==> src/hdl/mssbm_pkg.sv <==
// ----------------------------------------------------------------------------
// Multi-signature byte matcher package
// Field widths, item mode codes and the control bundle shared by the cells.
// ----------------------------------------------------------------------------
`default_nettype none

package mssbm_pkg;

	localparam int MODE_W   = 2;
	localparam int SLOT_W   = 4;
	localparam int POS_W    = 6;
	localparam int BYTE_W   = 8;
	localparam int LEN_W    = 7;
	localparam int START_W  = 14;

	localparam logic [MODE_W-1:0] MODE_WRITE_BYTE = 2'd0;
	localparam logic [MODE_W-1:0] MODE_SET_LENGTH = 2'd1;
	localparam logic [MODE_W-1:0] MODE_SCAN_BYTE  = 2'd2;
	localparam logic [MODE_W-1:0] MODE_NEW_FILE   = 2'd3;

	// Control that every cell of the chain sees in the same cycle.
	typedef struct packed {
		logic              step;     // advance the partial-match bits by one byte
		logic              clear;    // drop all partial matches
		logic [BYTE_W-1:0] data;     // byte being scanned or written
		logic [SLOT_W-1:0] wr_slot;  // slot addressed by a signature byte write
	} cell_ctl_t;

endpackage

`default_nettype wire

==> src/hdl/mssbm_cell.sv <==
// ----------------------------------------------------------------------------
// Multi-signature byte matcher cell
// Holds one byte position of every signature and the partial-match bit of
// every slot at that position; passes the bits on to the next position.
// ----------------------------------------------------------------------------
`default_nettype none

module mssbm_cell #(
	parameter int SLOTS = 16
) (
	input  wire                      clk,
	input  wire                      arst_n,
	input  wire mssbm_pkg::cell_ctl_t ctl,
	input  wire                      wr_en,
	input  wire  [SLOTS-1:0]         d_in,
	output logic [SLOTS-1:0]         d_out
);

	logic [mssbm_pkg::BYTE_W-1:0] sig_q [SLOTS];
	logic [SLOTS-1:0]             eq;

	always_ff @(posedge clk) begin
		for (int s = 0; s < SLOTS; s++) begin
			if (wr_en && int'(ctl.wr_slot) == s) begin
				sig_q[s] <= ctl.data;
			end
		end
	end

	always_comb begin
		for (int s = 0; s < SLOTS; s++) begin
			eq[s] = (sig_q[s] == ctl.data);
		end
	end

	// A bit is set when the signature prefix ending here equals the latest bytes.
	always_ff @(posedge clk or negedge arst_n) begin
		if (!arst_n) begin
			d_out <= '0;
		end else if (ctl.clear) begin
			d_out <= '0;
		end else if (ctl.step) begin
			d_out <= d_in & eq;
		end
	end

endmodule

`default_nettype wire

==> config.mk <==
export PLATFORM = sky130hd
export DESIGN_NAME = mssbm_cell
export DESIGN_NICKNAME = d
export VERILOG_FILES = /design/src/hdl/mssbm_pkg.sv /design/src/hdl/mssbm_cell.sv
export SDC_FILE = /design/constraint.sdc
export NUM_CORES = 1
export LEC_CHECK = 0
export ABC_AREA = 1
export BUFFER_PORTS_ARGS = -buffer_cell sky130_fd_sc_hd__buf_4
export CAP_MARGIN = 10
export CORE_MARGIN = 5
export CORE_UTILIZATION = 40
export CTS_BUF_LIST = sky130_fd_sc_hd__clkbuf_4 sky130_fd_sc_hd__clkbuf_8
export DETAILED_ROUTE_END_ITERATION = 10
export SYNTH_ARGS = -nofsm -noshare
export SYNTH_HDL_FRONTEND = slang
export SYNTH_SLANG_ARGS = --single-unit
==> constraint.sdc <==
create_clock -name clk -period 1.5 [get_ports clk]
set_input_delay 0.15 -clock clk [delete_from_list [all_inputs] [get_ports clk]]
set_output_delay 0.15 -clock clk [all_outputs]
set_load 0.005 [all_outputs]
Yosys cells after proc, flatten, opt, wreduce, memory -nomap -nowiden
Memories as Yosys holds them, arrays and structs flattened.
Cells that the tools add are included.
- bitwise logic cells: 1
- reductions and logical operators: 33
- mux-type cells: 79
- equal/unequal tests: 31
- operators by type and width (cell ; count):
    $eq 8x8->1 ; 16
    $mux 8 ; 15
    $reduce_or 8->1 ; 15
    $mux 4 ; 15
    $mux 1 ; 47
    $eq 4x4->1 const B ; 8
    $mux 16 ; 2
    $and 16x16->16 ; 1
    $eq 4x3->1 const B ; 4
    $logic_and 1x1->1 ; 16
    $eq 4x2->1 const B ; 2
    $eq 4x1->1 const B ; 1
    $logic_not 4->1 ; 1
    $reduce_bool 2->1 ; 1
- register bits: 16
- memory bits (writable): 128
- memories: 1
- input bits: 33
- logic and storage cells: 146
- output and inout port bits: 16
- memory list (name ; words ; width ; read ports ; clocked after memory_dff ; wr ports ; line ; RTL):
    sig_q ; 16 ; 8 ; 16 ; 0 ; 1 ; mssbm_cell.sv:19 ; logic [mssbm_pkg::BYTE_W-1:0] sig_q [SLOTS];

Longest topological paths before layout
- depth in word-level cells: 20
- depth in mapped cells: 9
- depth with buffers taken out: 8

Worst setup path before layout
Ideal clock, no wire load.
- kind: in2reg
- from: in ctl[1] (netlist bit)
- to: mem sig_q[0][0] (netlist bit), enable pin
- required time: 1130 ps
- stages on the path: 3
- setup time: 370 ps
- data arrival time: 708 ps
- setup slack: 422 ps
- buffers on the path: 0
- cells stage by stage: inv_1 nand3_1 nor2_1
- longest elaborated chain between the ends: 20
- elaborated cells between the ends (all ways): 109
- classes of those cells: eq/ne (15); mux (62); reduce/logical (32)
- ends and longest elaborated chain (item ; line ; RTL):
    from (decl) ; mssbm_cell.sv:13 ; input wire mssbm_pkg::cell_ctl_t ctl,
    $eq 4x2->1 ; mssbm_cell.sv:24 ; if (wr_en && int'(ctl.wr_slot) == s) begin
    $logic_and 1x1->1 ; mssbm_cell.sv:24 ;
    $mux 1 ; mssbm_cell.sv:24 ;
    $mux 1 (implied by the code) ; mssbm_cell.sv:25 ; sig_q[s] <= ctl.data;
    $reduce_or 8->1 (no source line) ; -- ;
    $mux 4 (no source line) / $mux 1 (equally long branches) (15 in a row) ; -- ;
    to (decl) ; mssbm_cell.sv:19 ;
Parallel ways exist; a longest one is shown, timed or not.

Worst setup path after layout
- from: reg d_out[8]
- to: out d_out[8]
- RTL lines (item ; line ; RTL):
    from (decl) ; mssbm_cell.sv:16 ; output logic [SLOTS-1:0] d_out
    from (signal assigned) ; mssbm_cell.sv:43 ; d_out <= d_in & eq;
No word-level cell between the ends.

==> qor.txt <==
Register-to-register setup slack - 0.41 ns
Total of flip-flops plus latches after synthesis - 144
Number of cells on the worst hold path - 1
Commonest register cell after synthesis - sky130_fd_sc_hd__edfxtp_1
Violation count after the first detailed-routing iteration - 266
Placed wire-length estimate after detailed placement - 8829 µm
Clock power share - 32.7%
Distinct cells, synth - 16
Insertion delay to the later sink of the worst-skew pair - 0.44 ns
Total iterations of the first detailed-routing run - 4
Final-layout worst hold slack - 0.07198 ns
Total inserted antenna cells - 0
Net switching share of the total power - 22.84%
Number of fill cells in the layout - 1,516
Library cell occupying the most area in the post-synthesis netlist - sky130_fd_sc_hd__edfxtp_1
Cells taking the most area after synthesis - sky130_fd_sc_hd__edfxtp_1 (58%), sky130_fd_sc_hd__nand2_1 (11%), sky130_fd_sc_hd__xor2_1 (6.1%)
Number of pins exceeding their max-slew limit in the final report - 0
Floorplan Core Area - 16,410 µm²
Fin util - 46.42%
Post-route ant nets - 0
IO Pins - 49
Static leakage power - 3.267 nW
Share of cells above drive strength 1 - 14.91%
Post-synthesis instance area - 6623 µm²
Via count of the first global-routing pass - 3,999
Count of maximum capacitance violations - 0
CP Max Fanout - 2
H-Tree Level Count - 4
Number of setup buffers added after CTS - 0
Nets - 725
Final worst clock skew - 0.004933 ns
Top cells by count, synth - sky130_fd_sc_hd__nand2_1 (190), sky130_fd_sc_hd__edfxtp_1 (128), sky130_fd_sc_hd__nor2_1 (81), sky130_fd_sc_hd__inv_1 (65), sky130_fd_sc_hd__xor2_1 (46)
Layout area overhead - 15.00%
Proportion of netlist area held by the largest area contributor - 58.04%
Logic depth of the worst register-to-register path - 5
NetSw - 0.001722 W
Data arrival time of the critical path - 1.00 ns
Element type at the critical path start - flop
Clock-pin slew on the worst setup and hold paths - 0.07 ns
Pwr per Cell Area - 989.9 nW/µm²
Capture point of the worst reg-to-reg path - d_out[5]
Row Count - 47
Final setup violating endpoints - 0
Post-placement setup slack - 0.2359 ns
Outcome - finished clean
Fmax - 868.3 MHz
First-pass GRT wire length - 21,320 µm
Final min period - 1.152 ns
Flop pwr share - 59.2%
Hold EP - sig_q[0][41]
Nets in the synthesized netlist - 648
Worst-case vdd ir drop - 0.6301 mV
Routed length per placed instance - 14.15 µm
Vias after detailed routing - 4,083
Final weighted congestion in routability-driven placement - 0.7541
Post-layout worst setup margin - 0.3483 ns
Ordered list of cells on the worst path - buf_4
Share of the yosys chip area belonging to registers - 64.08%
R2r startpoint - sig_q[0][41]
Global route overflow - 0
Worst-margin pin slew - 0.4696 ns
Worst min path class - input pin to flop
Share of the cycle needed by the critical path after routing - 76.78%
Start point of the worst min-delay path - ctl[5]
CP endpoint kind - output port
Floorplan die area - 19,230 µm²
Setup Crit Path Kind - flop to output port
Mean number of vias per cell - 4.419
DRC violation count after routing - 0
Library cell with the highest instance count after synthesis - sky130_fd_sc_hd__nand2_1
Delay of the slowest cell on the worst path - 0.41 ns
Clock buffers created by TritonCTS - 17
Buffers & Inverters on Critical Path - 1
Effective utilization at floorplan - 40.36%
Chip Height - 138.7 µm
Combinational share of power - 8.0%
Slowest cell on the critical path - sky130_fd_sc_hd__dfrtp_1
Non-filler instance count after layout - 924
Setup repair after global routing missed its margin - no
Async set-or-reset flop fraction in the synthesized netlist - 11.11%
Setup TNS - 0 ns
Clk buf depth - 2
Number of I/O port buffers - 48
Clock tree from TritonCTS - done
Required time at the endpoint of the critical path - 1.35 ns
Library cell used as clock root buffer - sky130_fd_sc_hd__clkbuf_8
Synth warn - 0
Wire length reported by the detailed router - 13,080 µm
Clock sinks - 144
Number of instances in the synthesized netlist - 615
Number of synthesized flops with an enable pin - 128
Number of antenna violations at the first check in global routing - 0
Mean Syn Cell Area - 10.77 µm²
Top Family by Delay on Critical Path - flip-flops
Max transition margin - 68.69%
Global routing usage summed across all routing layers - 14.13%
Final hold violations - 0
DIE WIDTH - 138.7 µm
Maximum number of pins on one net before global-route repair - 34
Internal cell power - 0.005818 W
Total instance count after detailed placement - 892
[worst max path at each step]
stage                         start           to  slack, ns  cells after the start
after detailed placement     ctl[5]    d_out[14]       0.24                      7
after global routing      d_out[11]    d_out[11]       0.30                      1
after CTS                  d_out[1]     d_out[1]       0.31                      1
after global placement       ctl[5]    d_out[13]       0.24                      7
final                      d_out[8]     d_out[8]       0.35                      1
after floorplan              ctl[1]  sig_q[0][0]       0.42                      3
[metal layers]
layer	GRT usage (%)	vias up	share of wire [%]	wire (µm)
met4	5.870	0	1.6	213
met1	20.01	1913	49	6459
met5	0	-	0	0
met2	20.97	71	44	5789
li1	-	2086	-	-
met3	3.379	13	4.7	616
[per-stage QoR]
stage	total power [W]	cell area, µm²
finish	0.007539	7616
global route	0.007878	7616
CTS	0.007639	7616
detailed placement	0.005167	7300
global placement	0.005147	7300
floorplan	0.004938	6623
[cell families after synthesis]
kind of cell / share of synthesized area, %
compound gates: 0.1889
xor+xnor: 12.03
buf+inv: 6.726
flops: 64.08
simple gates: 16.97
[layout make-up]
class / count / area, µm² / share of cell area (%)
inverters: 67 / 251.5 / 3.302
clock inverters: 11 / 50.05 / 0.6571
well taps: 220 / 275.3 / 3.614
clock buffers: 20 / 256.5 / 3.368
multi-input cells: 385 / 1933 / 25.38
flip-flops and latches: 144 / 4244 / 55.73
repair buffers: 77 / 605.6 / 7.951
[layout by cell type, fill, tap and decap left out]
master / n
sky130_fd_sc_hd__nand2_1: 190
sky130_fd_sc_hd__edfxtp_1: 128
sky130_fd_sc_hd__nor2_1: 81
sky130_fd_sc_hd__buf_4: 74
sky130_fd_sc_hd__inv_1: 65
sky130_fd_sc_hd__xor2_1: 46
sky130_fd_sc_hd__xnor2_1: 45
sky130_fd_sc_hd__nand3_1: 20
sky130_fd_sc_hd__clkbuf_8: 17
sky130_fd_sc_hd__dfrtp_1: 16
sky130_fd_sc_hd__clkinv_2: 7
sky130_fd_sc_hd__clkinv_1: 5
sky130_fd_sc_hd__clkbuf_4: 3
sky130_fd_sc_hd__o22ai_1: 2
sky130_fd_sc_hd__buf_12: 2
sky130_fd_sc_hd__inv_2: 1
sky130_fd_sc_hd__nand2_2: 1
sky130_fd_sc_hd__dlygate4sd3_1: 1
[timing repair]
item	CTS	global route
hold buffers	1	0
resized for setup	0	0
setup endpoints to repair	0	0
endpoints found under the hold margin	16	0
[power by group through the flow]
stage | registers (W) | clock network [W] | logic, W
global route | 0.00447 | 0.00272 | 0.000683
CTS | 0.00447 | 0.00256 | 0.000616
finish | 0.00447 | 0.00247 | 0.000604
global placement | 0.00455 | 0 | 0.000596
detailed placement | 0.00455 | 0 | 0.000612
floorplan | 0.00455 | 0 | 0.000388
[worst reg2reg max path, cell delays in order, from the launching register on]
cell	delay, ns
sky130_fd_sc_hd__edfxtp_1	0.39
sky130_fd_sc_hd__xnor2_1	0.17
sky130_fd_sc_hd__nand2_1	0.08
sky130_fd_sc_hd__nor2_1	0.18
sky130_fd_sc_hd__nand3_1	0.12
sky130_fd_sc_hd__nand2_1	0.08
[sequential cells by signal (all words and copies together), names as in the netlist]
register	cells
sig_q	128
d_out	16
Power figures use the tool's default switching activity.
